`src/sv/assert_macros.svh`:
```
// assertion helpers, sampled on clk and disabled while rst_n is low
`ifndef ASSERT_MACROS_SVH
`define ASSERT_MACROS_SVH

`ifndef NO_ASSERTIONS

`define ASSERT_ALWAYS(label, prop) \
    label: assert property (@(posedge clk) disable iff (!rst_n) prop) \
        else $error("assertion failed");

`define ASSERT_NEXT(label, cond, expect_next) \
    label: assert property (@(posedge clk) disable iff (!rst_n) (cond) |=> (expect_next)) \
        else $error("assertion failed");

`else

`define ASSERT_ALWAYS(label, prop)

`define ASSERT_NEXT(label, cond, expect_next)

`endif

`endif

```
`src/sv/cbe_pkg.sv`:
```
package cbe_pkg;

    localparam int MAP_ENTRIES = 8;
    localparam int QUEUE_DEPTH = 4;
    localparam int QPTR_W      = $clog2(QUEUE_DEPTH);
    localparam int QCNT_W      = $clog2(QUEUE_DEPTH + 1);

    localparam logic [7:0] GB_LEAD_MIN  = 8'h81;
    localparam logic [7:0] GB_LEAD_MAX  = 8'hFE;
    localparam logic [7:0] GB_TRAIL_MIN = 8'h40;
    localparam logic [7:0] GB_TRAIL_GAP = 8'h7F;
    localparam logic [7:0] DIGIT_MIN    = 8'h30;
    localparam logic [7:0] DIGIT_MAX    = 8'h39;
    localparam logic [7:0] ASCII_LIMIT  = 8'h80;

    localparam logic [2:0] CFG_LEAD_SEP  = 3'd0;
    localparam logic [2:0] CFG_SURROUND  = 3'd1;
    localparam logic [2:0] CFG_ENV       = 3'd2;
    localparam logic [2:0] CFG_MAP_FROM  = 3'd3;
    localparam logic [2:0] CFG_MAP_TO    = 3'd4;
    localparam logic [2:0] CFG_MAP_COUNT = 3'd5;
    localparam logic [2:0] CFG_GB_MODE   = 3'd6;
    localparam logic [2:0] CFG_OUT_LIMIT = 3'd7;

    typedef struct packed {
        logic [15:0] lead_sep_chars;
        logic [15:0] surround_chars;
        logic [23:0] env_chars;
        logic [63:0] map_from;
        logic [63:0] map_to;
        logic [3:0]  map_count;
        logic        gb_mode;
        logic [15:0] out_limit;
    } cbe_cfg_t;

    typedef struct packed {
        logic        last;
        logic        is_end;
        logic        ovf;
        logic [15:0] total;
        logic [2:0]  len;
        logic [31:0] bytes;
    } cbe_unit_t;

    function automatic logic [7:0] escape_code(input logic [7:0] c, input cbe_cfg_t cfg);
        logic [7:0] lead;
        logic [7:0] sep;
        logic [7:0] s0;
        logic [7:0] s1;
        logic [7:0] e0;
        logic [7:0] e1;
        logic [7:0] e2;
        logic [7:0] code;
        logic [3:0] n;
        int         i;
        begin
            lead = cfg.lead_sep_chars[7:0];
            sep  = cfg.lead_sep_chars[15:8];
            s0   = cfg.surround_chars[7:0];
            s1   = cfg.surround_chars[15:8];
            e0   = cfg.env_chars[7:0];
            e1   = cfg.env_chars[15:8];
            e2   = cfg.env_chars[23:16];
            n    = (cfg.map_count > 4'(MAP_ENTRIES)) ? 4'(MAP_ENTRIES) : cfg.map_count;
            code = 8'h00;
            // descending so the lowest matching entry wins
            for (i = MAP_ENTRIES - 1; i >= 0; i--)
            begin
                if ((4'(i) < n) && (cfg.map_from[8*i +: 8] == c))
                begin
                    code = cfg.map_to[8*i +: 8];
                end
            end
            if (c >= ASCII_LIMIT)
            begin
                code = 8'h00;
            end
            else if (c == lead)
            begin
                code = lead;
            end
            else if ((s0 != 8'h00) && ((c == s0) || (c == s1)))
            begin
                code = c;
            end
            else if ((e0 != 8'h00) && ((c == e0) || (c == e1) || (c == e2)))
            begin
                code = c;
            end
            else if (c == sep)
            begin
                code = sep;
            end
            return code;
        end
    endfunction

    function automatic logic is_gb_lead(input logic [7:0] b);
        return (b >= GB_LEAD_MIN) && (b <= GB_LEAD_MAX);
    endfunction

    function automatic logic is_digit(input logic [7:0] b);
        return (b >= DIGIT_MIN) && (b <= DIGIT_MAX);
    endfunction

    // length of the unit at the front of the work bytes: 1, 2, 4, or 0 to wait
    function automatic logic [2:0] unit_span(input logic [31:0] w, input logic [2:0] wn,
                                             input logic gb, input logic at_end);
        logic [2:0] span;
        logic [2:0] wait_span;
        begin
            wait_span = at_end ? 3'd1 : 3'd0;
            if (!gb || !is_gb_lead(w[7:0]))
            begin
                span = 3'd1;
            end
            else if (wn < 3'd2)
            begin
                span = wait_span;
            end
            else if ((w[15:8] >= GB_TRAIL_MIN) && (w[15:8] <= GB_LEAD_MAX)
                     && (w[15:8] != GB_TRAIL_GAP))
            begin
                span = 3'd2;
            end
            else if (!is_digit(w[15:8]))
            begin
                span = 3'd1;
            end
            else if (wn < 3'd3)
            begin
                span = wait_span;
            end
            else if (!is_gb_lead(w[23:16]))
            begin
                span = 3'd1;
            end
            else if (wn < 3'd4)
            begin
                span = wait_span;
            end
            else
            begin
                span = is_digit(w[31:24]) ? 3'd4 : 3'd1;
            end
            return span;
        end
    endfunction

endpackage

```
`src/sv/cbe_front.sv`:
```
module cbe_front (
    input  logic                clk,
    input  logic                rst_n,
    input  cbe_pkg::cbe_cfg_t   cfg,
    input  logic                in_valid,
    output logic                in_ready,
    input  logic [7:0]          in_byte,
    output logic                push,
    output cbe_pkg::cbe_unit_t  push_unit,
    input  logic                room
);
    import cbe_pkg::*;

    logic [31:0] work_reg, work_next;
    logic [2:0]  wn_reg, wn_next;
    logic        pend_end_reg, pend_end_next;
    logic [15:0] pos_reg, pos_next;
    logic        ovf_reg, ovf_next;
    logic        hold_valid_reg, hold_valid_next;
    logic        hold_done_reg, hold_done_next;
    logic        active_reg, active_next;
    cbe_unit_t   hold_reg, hold_next;

    logic [2:0]  span;
    logic [2:0]  span_after;
    logic        settled;
    logic [7:0]  code;
    logic        step;
    logic        end_step;
    logic [2:0]  unit_len;
    logic [31:0] unit_bytes;
    logic [16:0] sum;
    logic        fits;
    logic        emits;
    logic        fin;
    logic [31:0] shifted;
    logic [2:0]  shift_wn;
    logic        flush;
    cbe_unit_t   new_unit;

    always_comb
    begin
        span     = unit_span(work_reg, wn_reg, cfg.gb_mode, pend_end_reg);
        settled  = !pend_end_reg && ((wn_reg == 3'd0) || (span == 3'd0));
        code     = escape_code(work_reg[7:0], cfg);
        end_step = pend_end_reg && (wn_reg == 3'd0);
        // held bytes are judged only once a new beat has arrived
        step     = active_reg && !settled && room;

        if ((span == 3'd1) && (code != 8'h00))
        begin
            unit_len   = 3'd2;
            unit_bytes = {16'h0000, code, cfg.lead_sep_chars[7:0]};
        end
        else
        begin
            unit_len   = span;
            unit_bytes = work_reg;
        end

        sum  = {1'b0, pos_reg} + {14'h0000, unit_len};
        fits = !ovf_reg && (sum < {1'b0, cfg.out_limit});

        unique case (span)
            3'd1:    shifted = {8'h00, work_reg[31:8]};
            3'd2:    shifted = {16'h0000, work_reg[31:16]};
            3'd4:    shifted = 32'h0000_0000;
            default: shifted = work_reg;
        endcase
        shift_wn   = wn_reg - span;
        span_after = unit_span(shifted, shift_wn, cfg.gb_mode, 1'b0);

        if (end_step)
        begin
            fin = 1'b1;
        end
        else
        begin
            fin = !pend_end_reg && ((shift_wn == 3'd0) || (span_after == 3'd0));
        end
        emits = end_step || fits;

        new_unit        = '0;
        new_unit.is_end = end_step;
        if (end_step)
        begin
            new_unit.ovf   = ovf_reg;
            new_unit.total = pos_reg;
        end
        else
        begin
            new_unit.len   = unit_len;
            new_unit.bytes = unit_bytes;
        end

        flush    = hold_valid_reg && hold_done_reg && room;
        in_ready = (settled || !active_reg) && (!hold_done_reg || room);

        push           = flush || (step && emits && hold_valid_reg);
        push_unit      = hold_reg;
        push_unit.last = hold_done_reg;
    end

    always_comb
    begin
        work_next       = work_reg;
        wn_next         = wn_reg;
        pend_end_next   = pend_end_reg;
        pos_next        = pos_reg;
        ovf_next        = ovf_reg;
        hold_valid_next = hold_valid_reg;
        hold_done_next  = hold_done_reg;
        active_next     = active_reg;
        hold_next       = hold_reg;

        if (flush)
        begin
            hold_valid_next = 1'b0;
            hold_done_next  = 1'b0;
        end

        if (in_valid && in_ready)
        begin
            active_next = 1'b1;
            if (in_byte == 8'h00)
            begin
                pend_end_next = 1'b1;
            end
            else
            begin
                work_next[8*wn_reg[1:0] +: 8] = in_byte;
                wn_next = wn_reg + 3'd1;
            end
        end
        else if (settled)
        begin
            active_next = 1'b0;
        end

        if (step)
        begin
            if (end_step)
            begin
                pend_end_next = 1'b0;
                pos_next      = 16'h0000;
                ovf_next      = 1'b0;
                work_next     = 32'h0000_0000;
            end
            else
            begin
                work_next = shifted;
                wn_next   = shift_wn;
                if (fits)
                begin
                    pos_next = sum[15:0];
                end
                else
                begin
                    ovf_next = 1'b1;
                end
            end

            if (emits)
            begin
                hold_next       = new_unit;
                hold_valid_next = 1'b1;
                hold_done_next  = fin;
            end
            else if (fin && hold_valid_reg)
            begin
                hold_done_next = 1'b1;
            end
        end
    end

    always_ff @(posedge clk or negedge rst_n)
    begin
        if (!rst_n)
        begin
            work_reg       <= 32'h0000_0000;
            wn_reg         <= 3'd0;
            pend_end_reg   <= 1'b0;
            pos_reg        <= 16'h0000;
            ovf_reg        <= 1'b0;
            hold_valid_reg <= 1'b0;
            hold_done_reg  <= 1'b0;
            active_reg     <= 1'b0;
        end
        else
        begin
            work_reg       <= work_next;
            wn_reg         <= wn_next;
            pend_end_reg   <= pend_end_next;
            pos_reg        <= pos_next;
            ovf_reg        <= ovf_next;
            hold_valid_reg <= hold_valid_next;
            hold_done_reg  <= hold_done_next;
            active_reg     <= active_next;
        end
    end

    always_ff @(posedge clk)
    begin
        hold_reg <= hold_next;
    end

endmodule

```
`src/sv/cbe_queue.sv`:
```
module cbe_queue (
    input  logic                clk,
    input  logic                rst_n,
    input  logic                push,
    input  cbe_pkg::cbe_unit_t  push_unit,
    output logic                room,
    input  logic                pop,
    output cbe_pkg::cbe_unit_t  head_unit,
    output logic                not_empty
);
    import cbe_pkg::*;

    cbe_unit_t         mem_reg [QUEUE_DEPTH];
    logic [QPTR_W-1:0] wr_ptr_reg, wr_ptr_next;
    logic [QPTR_W-1:0] rd_ptr_reg, rd_ptr_next;
    logic [QCNT_W-1:0] count_reg, count_next;

    always_comb
    begin
        room      = (count_reg != QCNT_W'(QUEUE_DEPTH));
        not_empty = (count_reg != '0);
        head_unit = mem_reg[rd_ptr_reg];

        wr_ptr_next = push ? wr_ptr_reg + 1'b1 : wr_ptr_reg;
        rd_ptr_next = pop ? rd_ptr_reg + 1'b1 : rd_ptr_reg;
        count_next  = count_reg;
        if (push && !pop)
        begin
            count_next = count_reg + 1'b1;
        end
        else if (pop && !push)
        begin
            count_next = count_reg - 1'b1;
        end
    end

    always_ff @(posedge clk or negedge rst_n)
    begin
        if (!rst_n)
        begin
            wr_ptr_reg <= '0;
            rd_ptr_reg <= '0;
            count_reg  <= '0;
        end
        else
        begin
            wr_ptr_reg <= wr_ptr_next;
            rd_ptr_reg <= rd_ptr_next;
            count_reg  <= count_next;
        end
    end

    always_ff @(posedge clk)
    begin
        if (push)
        begin
            mem_reg[wr_ptr_reg] <= push_unit;
        end
    end

endmodule

```
`src/sv/cbe_back.sv`:
```
module cbe_back (
    input  logic                clk,
    input  logic                rst_n,
    input  cbe_pkg::cbe_unit_t  head_unit,
    input  logic                not_empty,
    output logic                pop,
    output logic                out_valid,
    input  logic                out_ready,
    output logic [7:0]          out_byte,
    output logic                has_byte,
    output logic                string_end,
    output logic                overflow,
    output logic [15:0]         total_length,
    output logic                last_of_run
);
    import cbe_pkg::*;

    logic [1:0]  idx_reg, idx_next;
    logic        valid_reg, valid_next;
    logic [7:0]  byte_reg, byte_next;
    logic        has_reg, has_next;
    logic        end_reg, end_next;
    logic        ovf_reg, ovf_next;
    logic [15:0] total_reg, total_next;
    logic        last_reg, last_next;

    logic        load;
    logic        unit_done;
    logic [7:0]  byte_sel;

    always_comb
    begin
        load      = not_empty && (!valid_reg || out_ready);
        byte_sel  = head_unit.bytes[8*idx_reg +: 8];
        unit_done = head_unit.is_end || ({1'b0, idx_reg} == (head_unit.len - 3'd1));
        pop       = load && unit_done;

        idx_next   = idx_reg;
        valid_next = valid_reg;
        byte_next  = byte_reg;
        has_next   = has_reg;
        end_next   = end_reg;
        ovf_next   = ovf_reg;
        total_next = total_reg;
        last_next  = last_reg;

        if (load)
        begin
            valid_next = 1'b1;
            idx_next   = unit_done ? 2'd0 : idx_reg + 2'd1;
            byte_next  = head_unit.is_end ? 8'h00 : byte_sel;
            has_next   = !head_unit.is_end;
            end_next   = head_unit.is_end;
            ovf_next   = head_unit.is_end && head_unit.ovf;
            total_next = head_unit.is_end ? head_unit.total : 16'h0000;
            last_next  = head_unit.last && unit_done;
        end
        else if (out_ready)
        begin
            valid_next = 1'b0;
        end
    end

    always_ff @(posedge clk or negedge rst_n)
    begin
        if (!rst_n)
        begin
            idx_reg   <= 2'd0;
            valid_reg <= 1'b0;
        end
        else
        begin
            idx_reg   <= idx_next;
            valid_reg <= valid_next;
        end
    end

    always_ff @(posedge clk)
    begin
        byte_reg  <= byte_next;
        has_reg   <= has_next;
        end_reg   <= end_next;
        ovf_reg   <= ovf_next;
        total_reg <= total_next;
        last_reg  <= last_next;
    end

    assign out_valid    = valid_reg;
    assign out_byte     = byte_reg;
    assign has_byte     = has_reg;
    assign string_end   = end_reg;
    assign overflow     = ovf_reg;
    assign total_length = total_reg;
    assign last_of_run  = last_reg;

endmodule

```
`src/sv/configurable_byte_escaper_core.sv`:
```
// path: a byte that completes a unit passes the work, hold, queue and output registers
// input: the front takes a new byte only once its held bytes have been classified
// output: one beat per ready cycle; an escape or gbk pair is 2 beats, gb18030 sequence 4
// reset: rst_n clears lookahead, position, overflow flag, queue and output valid,
//        and loads the register defaults
`include "assert_macros.svh"

module configurable_byte_escaper_core (
    input  logic        clk,
    input  logic        rst_n,
    input  logic        cfg_valid,
    output logic        cfg_ready,
    input  logic [2:0]  cfg_index,
    input  logic [63:0] cfg_data,
    input  logic        s_axis_tvalid,
    output logic        s_axis_tready,
    input  logic [7:0]  s_axis_tdata,   // [7:0] data_byte
    output logic        m_axis_tvalid,
    input  logic        m_axis_tready,
    output logic [31:0] m_axis_tdata,   // [7:0] out_byte, [8] overflow, [24:9] total_length
    output logic [1:0]  m_axis_tuser,   // [0] has_byte, [1] string_end
    output logic        m_axis_tlast
);
    import cbe_pkg::*;

    cbe_cfg_t  cfg_reg, cfg_next;
    logic      q_push;
    cbe_unit_t q_push_unit;
    logic      q_room;
    logic      q_pop;
    cbe_unit_t q_head;
    logic      q_not_empty;
    logic [7:0]  out_byte;
    logic        overflow;
    logic [15:0] total_length;

    assign cfg_ready = 1'b1;

    always_comb
    begin
        cfg_next = cfg_reg;
        if (cfg_valid && cfg_ready)
        begin
            unique case (cfg_index)
                CFG_LEAD_SEP:  cfg_next.lead_sep_chars = cfg_data[15:0];
                CFG_SURROUND:  cfg_next.surround_chars = cfg_data[15:0];
                CFG_ENV:       cfg_next.env_chars      = cfg_data[23:0];
                CFG_MAP_FROM:  cfg_next.map_from       = cfg_data;
                CFG_MAP_TO:    cfg_next.map_to         = cfg_data;
                CFG_MAP_COUNT: cfg_next.map_count      = cfg_data[3:0];
                CFG_GB_MODE:   cfg_next.gb_mode        = cfg_data[0];
                CFG_OUT_LIMIT: cfg_next.out_limit      = cfg_data[15:0];
                default:       cfg_next                = cfg_reg;
            endcase
        end
    end

    always_ff @(posedge clk or negedge rst_n)
    begin
        if (!rst_n)
        begin
            cfg_reg <= '{lead_sep_chars: 16'd92, out_limit: 16'd256, default: '0};
        end
        else
        begin
            cfg_reg <= cfg_next;
        end
    end

    cbe_front u_front (
        .clk       (clk),
        .rst_n     (rst_n),
        .cfg       (cfg_reg),
        .in_valid  (s_axis_tvalid),
        .in_ready  (s_axis_tready),
        .in_byte   (s_axis_tdata),
        .push      (q_push),
        .push_unit (q_push_unit),
        .room      (q_room)
    );

    cbe_queue u_queue (
        .clk       (clk),
        .rst_n     (rst_n),
        .push      (q_push),
        .push_unit (q_push_unit),
        .room      (q_room),
        .pop       (q_pop),
        .head_unit (q_head),
        .not_empty (q_not_empty)
    );

    cbe_back u_back (
        .clk          (clk),
        .rst_n        (rst_n),
        .head_unit    (q_head),
        .not_empty    (q_not_empty),
        .pop          (q_pop),
        .out_valid    (m_axis_tvalid),
        .out_ready    (m_axis_tready),
        .out_byte     (out_byte),
        .has_byte     (m_axis_tuser[0]),
        .string_end   (m_axis_tuser[1]),
        .overflow     (overflow),
        .total_length (total_length),
        .last_of_run  (m_axis_tlast)
    );

    assign m_axis_tdata = {7'h00, total_length, overflow, out_byte};

    `ASSERT_ALWAYS(a_no_push_when_full, q_push |-> q_room)
    `ASSERT_ALWAYS(a_no_pop_when_empty, q_pop |-> q_not_empty)
    `ASSERT_ALWAYS(a_end_beat_closes_run, (m_axis_tvalid && m_axis_tuser[1]) |-> (m_axis_tlast && !m_axis_tuser[0]))
    `ASSERT_NEXT(a_stalled_beat_kept, m_axis_tvalid && !m_axis_tready, m_axis_tvalid)

endmodule

```
`config.mk`:
```
export PLATFORM = sky130hd
export DESIGN_NAME = configurable_byte_escaper_core
export DESIGN_NICKNAME = d
export VERILOG_FILES = /design/src/sv/cbe_pkg.sv /design/src/sv/cbe_front.sv /design/src/sv/cbe_queue.sv /design/src/sv/cbe_back.sv /design/src/sv/configurable_byte_escaper_core.sv
export VERILOG_INCLUDE_DIRS = /design/src /design/src/sv
export SDC_FILE = /design/constraint.sdc
export NUM_CORES = 1
export LEC_CHECK = 0
export ABC_AREA = 1
export BUFFER_PORTS_ARGS = -buffer_cell sky130_fd_sc_hd__clkbuf_2
export CAP_MARGIN = 30
export CORE_UTILIZATION = 24
export DETAILED_ROUTE_END_ITERATION = 16
export PLACE_DENSITY_LB_ADDON = 0.15
export SYNTH_ARGS = -nofsm -noshare
export SYNTH_HDL_FRONTEND = slang
export SYNTH_HIERARCHICAL = 1
export SYNTH_SLANG_ARGS = --single-unit
export TNS_END_PERCENT = 100
```
`constraint.sdc`:
```
create_clock -name clk -period 9.7 [get_ports clk]
set_clock_uncertainty 0.1 [all_clocks]
set_input_delay 1.94 -clock clk [delete_from_list [all_inputs] [get_ports clk]]
set_output_delay 1.94 -clock clk [all_outputs]
set_load 0.02 [all_outputs]
```
==> report_table.html, run 1 <==
<table>
<tr><th>Metric</th><th>Value</th></tr>
<tr><th colspan="2">Synthesis</th></tr>
<tr><td>Number of instances in the synthesized netlist</td><td>3,117</td></tr>
<tr><td>EDFF count, synth</td><td>297</td></tr>
<tr><td>Most used DFF post-synth</td><td>sky130_fd_sc_hd__edfxtp_1</td></tr>
<tr><td>Mux contribution to synthesized area</td><td>0</td></tr>
<tr><td>Area contributors post-synth</td><td>sky130_fd_sc_hd__edfxtp_1 (32%), sky130_fd_sc_hd__dfrtp_1 (24%), sky130_fd_sc_hd__nand2_1 (14%)</td></tr>
<tr><td>Share of synthesized cell area in and, or, nand and nor gates</td><td>0.234</td></tr>
<tr><td>Cell area after synthesis</td><td>0.0281 mm2</td></tr>
<tr><td>Compound-cell area share of the yosys netlist</td><td>0.0860</td></tr>
<tr><td>Dominant combinational cell family by area after synthesis</td><td>simple AND/OR/NAND/NOR gates</td></tr>
<tr><td>Cell taking the most area after synthesis</td><td>sky130_fd_sc_hd__edfxtp_1</td></tr>
<tr><td>Number of distinct standard cells referenced by the synthesized netlist</td><td>61</td></tr>
<tr><td>Syn avg cell area</td><td>9.01 um2</td></tr>
<tr><td>Synthesized flop and latch total</td><td>568</td></tr>
<tr><td>Adder-cell area share of the yosys netlist</td><td>0.0151</td></tr>
<tr><td>Fraction of synthesized cell area in xor and xnor cells</td><td>0.0231</td></tr>
<tr><td>Sequential cell area fraction in the yosys report</td><td>0.559</td></tr>
<tr><td>Synth Warn #</td><td>6</td></tr>
<tr><td>Leading post-synthesis cells by instance count</td><td>sky130_fd_sc_hd__nand2_1 (1,053), sky130_fd_sc_hd__inv_1 (329), sky130_fd_sc_hd__edfxtp_1 (297)</td></tr>
<tr><td>Most common cell in the netlist</td><td>sky130_fd_sc_hd__nand2_1</td></tr>
<tr><td>Async set-or-reset flop fraction in the synthesized netlist</td><td>0.477</td></tr>
<tr><td>Portion of synthesized cell area occupied by the leading cell type</td><td>0.317</td></tr>
<tr><th colspan="2">Global routing</th></tr>
<tr><td>Total track usage</td><td>0.149</td></tr>
<tr><td>Via count of the first global-routing pass</td><td>20,600</td></tr>
<tr><td>Total grt overflow</td><td>0</td></tr>
<tr><td>First-pass GRT wire length</td><td>133,000 um</td></tr>
<tr><td>Initial antenna violation count</td><td>0</td></tr>
<tr><td>Maximum number of pins on one net before global-route repair</td><td>105</td></tr>
<tr><th colspan="2">Clocking</th></tr>
<tr><td>CTS Hold Bufs</td><td>0</td></tr>
<tr><td>CTS clk-pin slew, worst paths</td><td>50 ps</td></tr>
<tr><td>Post_cts resized</td><td>0</td></tr>
<tr><td>Clock tree from TritonCTS</td><td>done</td></tr>
<tr><td>Number of H-tree branching levels</td><td>3</td></tr>
<tr><td>Number of buffers added by the clock tree synthesis step</td><td>71</td></tr>
<tr><td>CTS max path bufs</td><td>3</td></tr>
<tr><td>Number of buffers added for setup after CTS</td><td>0</td></tr>
<tr><td>Clock Sinks</td><td>568</td></tr>
<tr><td>Clock root cell</td><td>sky130_fd_sc_hd__clkbuf_16</td></tr>
<tr><td>Latest clock arrival within the worst-skew pair</td><td>630 ps</td></tr>
<tr><th colspan="2">Power and ir drop</th></tr>
<tr><td>Peak VDD IR</td><td>164 uV</td></tr>
<tr><td>LEAKAGE</td><td>0.0145 uW</td></tr>
<tr><td>Pwr Density</td><td>315 mW/mm2</td></tr>
<tr><th colspan="2">Floorplanning</th></tr>
<tr><td>Number of placement rows</td><td>125</td></tr>
<tr><td>Area of the core</td><td>0.116 mm2</td></tr>
<tr><td>Area of the die</td><td>0.118 mm2</td></tr>
<tr><td>Vert. Die Dim</td><td>344 um</td></tr>
<tr><td>Number of ports placed on the die boundary</td><td>118</td></tr>
<tr><td>Initial core utilization</td><td>0.242</td></tr>
<tr><td>Width of the die</td><td>344 um</td></tr>
<tr><th colspan="2">Placed design</th></tr>
<tr><td>RD Place Congestion</td><td>0.844</td></tr>
<tr><td>Port bufs</td><td>109</td></tr>
<tr><td>DP Wirelength</td><td>58,900 um</td></tr>
<tr><th colspan="2">STA</th></tr>
<tr><td>Tightest slew margin relative to the limit</td><td>0.344</td></tr>
<tr><td>Setup violation total in the final timing report</td><td>0</td></tr>
<tr><td>RSZ-0062 raised after global routing</td><td>false</td></tr>
<tr><td>Hold Slack</td><td>362 ps</td></tr>
<tr><td>Maximum frequency from static timing analysis</td><td>0.122 GHz</td></tr>
<tr><td>Actual transition at the worst max-transition pin</td><td>981 ps</td></tr>
<tr><td>Number of hold violations in the final report</td><td>0</td></tr>
<tr><td>Number of pins with negative max-slew slack in the final report</td><td>0</td></tr>
<tr><td>Clock period minus worst slack</td><td>8230 ps</td></tr>
<tr><td>Setup_tns</td><td>0 ps</td></tr>
<tr><td>Post-route fraction of the period consumed by the critical path</td><td>0.848</td></tr>
<tr><th colspan="2">Setup path</th></tr>
<tr><td>Crit path max-delay cell type</td><td>sky130_fd_sc_hd__dfrtp_1</td></tr>
<tr><td>Kind of launch point of the worst setup path</td><td>flip-flop</td></tr>
<tr><td>Slowest stage delay, CP</td><td>770 ps</td></tr>
<tr><td>Type of destination of the critical path</td><td>flip-flop</td></tr>
<tr><td>Crit path max fanout</td><td>28</td></tr>
<tr><td>Arrival time at the worst endpoint</td><td>8450 ps</td></tr>
<tr><td>Most frequent CP cell</td><td>sky130_fd_sc_hd__nand2_1</td></tr>
<tr><td>Data required time at the worst endpoint</td><td>9920 ps</td></tr>
<tr><td>Critical path start-end classification</td><td>reg2reg</td></tr>
<tr><th colspan="2">Drt</th></tr>
<tr><td>Total met2 wirelength after detailed routing</td><td>41,500 um</td></tr>
<tr><td>Detailed route wirelength on metal3</td><td>3120 um</td></tr>
<tr><td>Routed WL</td><td>87,400 um</td></tr>
<tr><td>Vias after detailed routing</td><td>20,800</td></tr>
<tr><td>DRT iter0 DRCs</td><td>1,411</td></tr>
<tr><td>Vias per Instance</td><td>4.35</td></tr>
<tr><td>Highest Signal Layer</td><td>met4</td></tr>
<tr><td>Post-detailed-route wirelength per cell</td><td>18.3 um</td></tr>
<tr><td>Detailed-router iteration count before antenna repair</td><td>5</td></tr>
<tr><td>Sum of routed wire segments on met1</td><td>40,900 um</td></tr>
<tr><td>Antenna-violating nets left</td><td>0</td></tr>
<tr><td>Count of unresolved DRC violations after routing</td><td>0</td></tr>
<tr><th colspan="2">Cells and area</th></tr>
<tr><td>Area Overhead vs Synth</td><td>14.9%</td></tr>
<tr><td>Net count, final</td><td>3,302</td></tr>
<tr><td>Max reg flops</td><td>216</td></tr>
<tr><td>Layout cell share with drive strength beyond 1</td><td>0.115</td></tr>
<tr><td>Antenna diode instance count</td><td>0</td></tr>
<tr><th colspan="2">Worst hold path</th></tr>
<tr><td>Type of the worst min-delay path</td><td>reg2reg</td></tr>
<tr><th colspan="2">Job</th></tr>
<tr><td>Max Cap Violations</td><td>0</td></tr>
<tr><th colspan="2">Status</th></tr>
<tr><td>Result of the run</td><td>finished clean</td></tr>
</table>
-- kinds of logic (layout without fill, tap and decap cells) --
| family | count (synthesis) | in the layout |
|---|---|---|
| AO/OA/AOI/OAI | 381 | 381 |
| XOR/XNOR | 74 | 74 |
| adder cells (fa/ha/maj) | 32 | 32 |
| buffers and inverters | 503 | 626 |
| flip-flops | 568 | 568 |
| other | 2 | 8 |
| AND/OR/NAND/NOR | 1557 | 1557 |
-- area by class of cell --
class | instances | area, um2
well taps | 1524 | 1910
clock inverters | 34 | 357
repair buffers | 147 | 916
inverters | 350 | 1320
flip-flops and latches | 568 | 15700
clock buffers | 95 | 1960
fillers | 12500 | 83800
multi-input cells | 2052 | 10100
-- critical path: cells and delay by family (launching register included) --
| kind | cells | cell delay [ps] |
|---|---|---|
| flip-flops | 1 | 770 |
| buffers and inverters | 8 | 1450 |
| AND/OR/NAND/NOR | 33 | 3790 |
| adder cells (fa/ha/maj) | 3 | 830 |
| AO/OA/AOI/OAI | 6 | 960 |
-- through the flow --
step           setup slack [ps]  instance area (um2)   util  total power [uW]  instances
2_1_floorplan              2550                28100      -              6480       3123
4_1_cts                    1400                32300  0.278             10400       4770
5_1_grt                     500                32300  0.278             10900       4770
3_3_place_gp               1600                30000  0.258              7700       4641
6_report                   1470                32300  0.278             10200       4770
3_5_place_dp               1460                30000  0.258              7680       4641
-- layer usage --
layer | track usage | vias up
li1 | - | 10300
met3 | 0.0214 | 120
met5 | 0 | -
met4 | 0.0382 | 0
met2 | 0.248 | 392
met1 | 0.200 | 9939
-- where the power goes --
| group | internal, uW | switching (uW) | leakage, uW |
|---|---|---|---|
| Clock | 1560 | 1070 | 0.00114 |
| Combinational | 1130 | 2560 | 0.00720 |
| Sequential | 3360 | 508 | 0.00616 |
-- path summary, 6_finish.rpt --
kind | end | from | slack [ps] | cells past startpoint
worst max-delay path | u_queue/mem_reg[2][31] | u_front/work_reg[6] | 1470 | 50
worst min-delay path | cfg_reg[8] | cfg_reg[8] | 360 | 2
worst max register to register | u_queue/mem_reg[2][31] | u_front/work_reg[6] | 1470 | 50
worst min register to register | cfg_reg[8] | cfg_reg[8] | 360 | 2
max in group asynchronous | u_front/wn_reg[1] | rst_n | 6770 | 2
min in group asynchronous | cfg_reg[141] | rst_n | 1260 | 1
-- layout by cell type (no fill, tap or decap), types with 12 or more instances in the layout --
| cell | instances |
|---|---|
| sky130_fd_sc_hd__a21oi_1 | 101 |
| sky130_fd_sc_hd__buf_4 | 32 |
| sky130_fd_sc_hd__clkbuf_1 | 16 |
| sky130_fd_sc_hd__clkbuf_16 | 72 |
| sky130_fd_sc_hd__clkbuf_2 | 108 |
| sky130_fd_sc_hd__clkinv_2 | 15 |
| sky130_fd_sc_hd__dfrtp_1 | 264 |
| sky130_fd_sc_hd__edfxtp_1 | 297 |
| sky130_fd_sc_hd__ha_1 | 29 |
| sky130_fd_sc_hd__inv_1 | 324 |
| sky130_fd_sc_hd__inv_2 | 23 |
| sky130_fd_sc_hd__nand2_1 | 1052 |
| sky130_fd_sc_hd__nand2_2 | 12 |
| sky130_fd_sc_hd__nand3_1 | 202 |
| sky130_fd_sc_hd__nand4_1 | 23 |
| sky130_fd_sc_hd__nor2_1 | 175 |
| sky130_fd_sc_hd__nor2_4 | 20 |
| sky130_fd_sc_hd__nor3_1 | 15 |
| sky130_fd_sc_hd__nor4_1 | 13 |
| sky130_fd_sc_hd__o211ai_1 | 89 |
| sky130_fd_sc_hd__o211ai_2 | 20 |
| sky130_fd_sc_hd__o21ai_0 | 86 |
| sky130_fd_sc_hd__o21ai_1 | 22 |
| sky130_fd_sc_hd__o22ai_1 | 32 |
| sky130_fd_sc_hd__or2_2 | 14 |
| sky130_fd_sc_hd__xnor2_1 | 36 |
| sky130_fd_sc_hd__xor2_1 | 38 |
Power figures use the tool's default switching activity.
==> run 2, diff against run 1 <==
--- a/config.mk
+++ b/config.mk
@@ -6,7 +6,7 @@
 export SDC_FILE = /design/constraint.sdc
 export NUM_CORES = 1
 export LEC_CHECK = 0
-export ABC_AREA = 1
+export ABC_AREA = 0
 export BUFFER_PORTS_ARGS = -buffer_cell sky130_fd_sc_hd__clkbuf_2
 export CAP_MARGIN = 30
 export CORE_UTILIZATION = 24
==> constraint.sdc (replaced) <==
create_clock -name clk -period 8.1 [get_ports clk]
set_clock_uncertainty 0.1 [all_clocks]
set_input_delay 1.62 -clock clk [delete_from_list [all_inputs] [get_ports clk]]
set_output_delay 1.62 -clock clk [all_outputs]
set_load 0.02 [all_outputs]
==> run 2 against run 1 <==
  * Non-clock buffer count is 39 higher
  * Utilization grew 0.56 points
  * Wire length decreased by 10%
  * Largest cell class unchanged
  * Final area is 4.3% lower
==> report_table.html, run 2 <==
<table>
<tr><th>Metric</th><th>Value</th></tr>
<tr><th colspan="2">Status</th></tr>
<tr><td>Result of the run</td><td>finished clean</td></tr>
<tr><th colspan="2">Clocking</th></tr>
<tr><td>CTS clk-pin slew, worst paths</td><td>60 ps</td></tr>
<tr><td>Clock root cell</td><td>sky130_fd_sc_hd__clkbuf_16</td></tr>
<tr><td>Number of buffers added by the clock tree synthesis step</td><td>70</td></tr>
<tr><td>Latest clock arrival within the worst-skew pair</td><td>650 ps</td></tr>
<tr><td>Number of H-tree branching levels</td><td>3</td></tr>
<tr><td>CTS max path bufs</td><td>3</td></tr>
<tr><td>Number of buffers added for setup after CTS</td><td>0</td></tr>
<tr><td>Post_cts resized</td><td>0</td></tr>
<tr><td>Clock Sinks</td><td>568</td></tr>
<tr><td>CTS Hold Bufs</td><td>0</td></tr>
<tr><td>Clock tree from TritonCTS</td><td>done</td></tr>
<tr><th colspan="2">Synthesis</th></tr>
<tr><td>EDFF count, synth</td><td>297</td></tr>
<tr><td>Syn avg cell area</td><td>14.3 um2</td></tr>
<tr><td>Synthesized flop and latch total</td><td>568</td></tr>
<tr><td>Most common cell in the netlist</td><td>sky130_fd_sc_hd__edfxtp_1</td></tr>
<tr><td>Leading post-synthesis cells by instance count</td><td>sky130_fd_sc_hd__edfxtp_1 (297), sky130_fd_sc_hd__dfrtp_1 (266), sky130_fd_sc_hd__mux2_2 (199)</td></tr>
<tr><td>Sequential cell area fraction in the yosys report</td><td>0.597</td></tr>
<tr><td>Compound-cell area share of the yosys netlist</td><td>0.0663</td></tr>
<tr><td>Fraction of synthesized cell area in xor and xnor cells</td><td>0.0489</td></tr>
<tr><td>Share of synthesized cell area in and, or, nand and nor gates</td><td>0.0886</td></tr>
<tr><td>Cell area after synthesis</td><td>0.0263 mm2</td></tr>
<tr><td>Mux contribution to synthesized area</td><td>0.147</td></tr>
<tr><td>Most used DFF post-synth</td><td>sky130_fd_sc_hd__edfxtp_1</td></tr>
<tr><td>Number of instances in the synthesized netlist</td><td>1,845</td></tr>
<tr><td>Area contributors post-synth</td><td>sky130_fd_sc_hd__edfxtp_1 (34%), sky130_fd_sc_hd__dfrtp_1 (25%), sky130_fd_sc_hd__mux2_2 (8.5%)</td></tr>
<tr><td>Async set-or-reset flop fraction in the synthesized netlist</td><td>0.477</td></tr>
<tr><td>Synth Warn #</td><td>6</td></tr>
<tr><td>Portion of synthesized cell area occupied by the leading cell type</td><td>0.339</td></tr>
<tr><td>Dominant combinational cell family by area after synthesis</td><td>multiplexers</td></tr>
<tr><td>Adder-cell area share of the yosys netlist</td><td>0.0161</td></tr>
<tr><td>Number of distinct standard cells referenced by the synthesized netlist</td><td>97</td></tr>
<tr><td>Cell taking the most area after synthesis</td><td>sky130_fd_sc_hd__edfxtp_1</td></tr>
<tr><th colspan="2">Placed design</th></tr>
<tr><td>Port bufs</td><td>109</td></tr>
<tr><td>RD Place Congestion</td><td>0.843</td></tr>
<tr><td>Placement-stage cell area</td><td>0.0286 mm2</td></tr>
<tr><td>Minimum setup slack after placement</td><td>310 ps</td></tr>
<tr><td>DP Wirelength</td><td>52,800 um</td></tr>
<tr><td>Placed cells</td><td>3,338</td></tr>
<tr><th colspan="2">Worst hold path</th></tr>
<tr><td>Type of the worst min-delay path</td><td>reg2reg</td></tr>
<tr><td>Hold Path Stages</td><td>0</td></tr>
<tr><td>Endpoint, Worst Hold</td><td>u_queue/mem_reg[3][9]</td></tr>
<tr><td>HP Start</td><td>u_front/push_unit[9]</td></tr>
<tr><th colspan="2">STA</th></tr>
<tr><td>Setup_tns</td><td>0 ps</td></tr>
<tr><td>Number of hold violations in the final report</td><td>0</td></tr>
<tr><td>Number of pins with negative max-slew slack in the final report</td><td>0</td></tr>
<tr><td>Setup violation total in the final timing report</td><td>0</td></tr>
<tr><td>Post-route fraction of the period consumed by the critical path</td><td>0.933</td></tr>
<tr><td>Actual transition at the worst max-transition pin</td><td>959 ps</td></tr>
<tr><td>Maximum frequency from static timing analysis</td><td>0.132 GHz</td></tr>
<tr><td>RSZ-0062 raised after global routing</td><td>false</td></tr>
<tr><td>Clock period minus worst slack</td><td>7560 ps</td></tr>
<tr><td>Worst setup margin</td><td>540 ps</td></tr>
<tr><td>Tightest slew margin relative to the limit</td><td>0.361</td></tr>
<tr><th colspan="2">Floorplanning</th></tr>
<tr><td>Area of the core</td><td>0.109 mm2</td></tr>
<tr><td>Width of the die</td><td>333 um</td></tr>
<tr><td>Number of placement rows</td><td>121</td></tr>
<tr><td>Initial core utilization</td><td>0.242</td></tr>
<tr><td>Vert. Die Dim</td><td>333 um</td></tr>
<tr><td>Number of ports placed on the die boundary</td><td>118</td></tr>
<tr><td>Area of the die</td><td>0.111 mm2</td></tr>
<tr><th colspan="2">Global routing</th></tr>
<tr><td>Maximum number of pins on one net before global-route repair</td><td>145</td></tr>
<tr><td>First-pass GRT wire length</td><td>115,000 um</td></tr>
<tr><td>Total track usage</td><td>0.140</td></tr>
<tr><td>Initial antenna violation count</td><td>8</td></tr>
<tr><td>Total grt overflow</td><td>0</td></tr>
<tr><td>Via count of the first global-routing pass</td><td>16,600</td></tr>
<tr><th colspan="2">Power and ir drop</th></tr>
<tr><td>Pwr Density</td><td>362 mW/mm2</td></tr>
<tr><td>Peak VDD IR</td><td>223 uV</td></tr>
<tr><td>LEAKAGE</td><td>0.0119 uW</td></tr>
<tr><th colspan="2">Setup path</th></tr>
<tr><td>Launch instance of the worst register-to-register path</td><td>u_front/work_reg[6]</td></tr>
<tr><td>Kind of launch point of the worst setup path</td><td>flip-flop</td></tr>
<tr><td>Arrival time at the worst endpoint</td><td>7750 ps</td></tr>
<tr><td>Register-to-Register Setup Slack</td><td>540 ps</td></tr>
<tr><td>Type of destination of the critical path</td><td>flip-flop</td></tr>
<tr><td>Most frequent CP cell</td><td>sky130_fd_sc_hd__buf_4</td></tr>
<tr><td>Data required time at the worst endpoint</td><td>8290 ps</td></tr>
<tr><td>Crit path max-delay cell type</td><td>sky130_fd_sc_hd__dfrtp_1</td></tr>
<tr><td>Worst reg2reg path depth</td><td>30</td></tr>
<tr><td>Crit path max fanout</td><td>35</td></tr>
<tr><td>Critical path start-end classification</td><td>reg2reg</td></tr>
<tr><td>Crit Reg-Reg Endpoint</td><td>u_queue/mem_reg[1][11]</td></tr>
<tr><td>Slowest stage delay, CP</td><td>500 ps</td></tr>
<tr><th colspan="2">Cells and area</th></tr>
<tr><td>Post-route standard cell area excluding fillers</td><td>0.0309 mm2</td></tr>
<tr><td>Most common library cell in the layout ignoring fill and taps</td><td>sky130_fd_sc_hd__edfxtp_1</td></tr>
<tr><td>Area Overhead vs Synth</td><td>17.4%</td></tr>
<tr><td>Net count, final</td><td>2,110</td></tr>
<tr><td>Most frequent cells in the layout</td><td>sky130_fd_sc_hd__edfxtp_1 (297), sky130_fd_sc_hd__dfrtp_1 (264), sky130_fd_sc_hd__mux2_2 (199), sky130_fd_sc_hd__clkbuf_2 (108), sky130_fd_sc_hd__nand2_1 (103)</td></tr>
<tr><td>Post-route insts no fill</td><td>3,468</td></tr>
<tr><td>Max reg flops</td><td>216</td></tr>
<tr><td>Layout cell share with drive strength beyond 1</td><td>0.297</td></tr>
<tr><td>Number of fillers in the final layout</td><td>11,000</td></tr>
<tr><th colspan="2">Job</th></tr>
<tr><td>Max Cap Violations</td><td>0</td></tr>
<tr><th colspan="2">Drt</th></tr>
<tr><td>Post-detailed-route wirelength per cell</td><td>22.5 um</td></tr>
<tr><td>Detailed-router iteration count before antenna repair</td><td>5</td></tr>
<tr><td>Routed WL</td><td>78,200 um</td></tr>
<tr><td>Vias per Instance</td><td>4.62</td></tr>
<tr><td>Antenna-violating nets left</td><td>0</td></tr>
<tr><td>Vias after detailed routing</td><td>16,000</td></tr>
<tr><td>DRT iter0 DRCs</td><td>1,080</td></tr>
<tr><td>Count of unresolved DRC violations after routing</td><td>0</td></tr>
</table>
run 2: cell count changes in the layout (fill, tap and decap cells not counted), moves of 63 or more:
cell                       change
sky130_fd_sc_hd__nand2_1     -949
sky130_fd_sc_hd__o211ai_1     -83
sky130_fd_sc_hd__nor2_1      -113
sky130_fd_sc_hd__a21oi_1      -63
sky130_fd_sc_hd__nand3_1     -162
sky130_fd_sc_hd__mux2_2      +199
sky130_fd_sc_hd__inv_1       -275
run 2: cell type report:
type,count,area [um2],area share
clock inverters,36,347,0.0112
flip-flops and latches,568,15700,0.509
inverters,52,195,0.00632
well taps,1414,1770,0.0573
multi-input cells,1120,9740,0.315
clock buffers,90,1870,0.0604
diodes,2,5.00,0.000162
repair buffers,186,1260,0.0408
run 2: worst max-delay path by stage:
stage / startpoint / to / slack (ps) / cells past startpoint
floorplan: u_front/work_reg[1] / u_queue/mem_reg[0][0] / 250 / 29
CTS: u_front/work_reg[0] / u_queue/mem_reg[1][10] / 270 / 28
finish: u_front/work_reg[6] / u_queue/mem_reg[1][11] / 540 / 30
global placement: u_front/work_reg[0] / u_queue/mem_reg[1][6] / 380 / 28
global route: u_front/work_reg[6] / u_queue/mem_reg[1][10] / 2 / 29
detailed placement: u_front/work_reg[0] / u_queue/mem_reg[1][6] / 310 / 28
run 2: metal layers:
metal / part of all wire / routed length (um) / GRT usage / up-vias
met5: 0.00026 / 20 / 0 / -
met4: 0.022 / 1740 / 0.0437 / 4
met3: 0.046 / 3610 / 0.0249 / 92
met2: 0.47 / 37000 / 0.226 / 394
met1: 0.46 / 35800 / 0.190 / 8290
li1: - / - / - / 7238
run 2: kinds of logic after synthesis:
group                    Yosys count
AO/OA/AOI/OAI                    236
XOR/XNOR                         147
adder cells (fa/ha/maj)           32
buffers and inverters            163
flip-flops                       568
multiplexers                     279
other                              2
AND/OR/NAND/NOR                  418
run 2: per-stage QoR:
step            util  total power, uW  hold slack [ps]
5_1_grt        0.284            11900              393
2_1_floorplan      -             6850              355
4_1_cts        0.283            11400              369
3_5_place_dp   0.263             8260              387
6_report       0.284            11200              365
3_3_place_gp   0.262             8240              369
run 2: critical path: cells and delay by family (launching register included):
family | cells | cell delay (ps)
compound gates | 11 | 2570
simple gates | 7 | 1440
buf+inv | 7 | 1260
fa+ha+maj | 3 | 870
flops | 1 | 500
xor+xnor | 2 | 380
run 2: power breakdown:
group | total, uW | switching [uW] | internal, uW
Sequential | 4270 | 552 | 3720
Combinational | 3870 | 2240 | 1630
Clock | 3050 | 1280 | 1770
Total | 11200 | 4070 | 7130
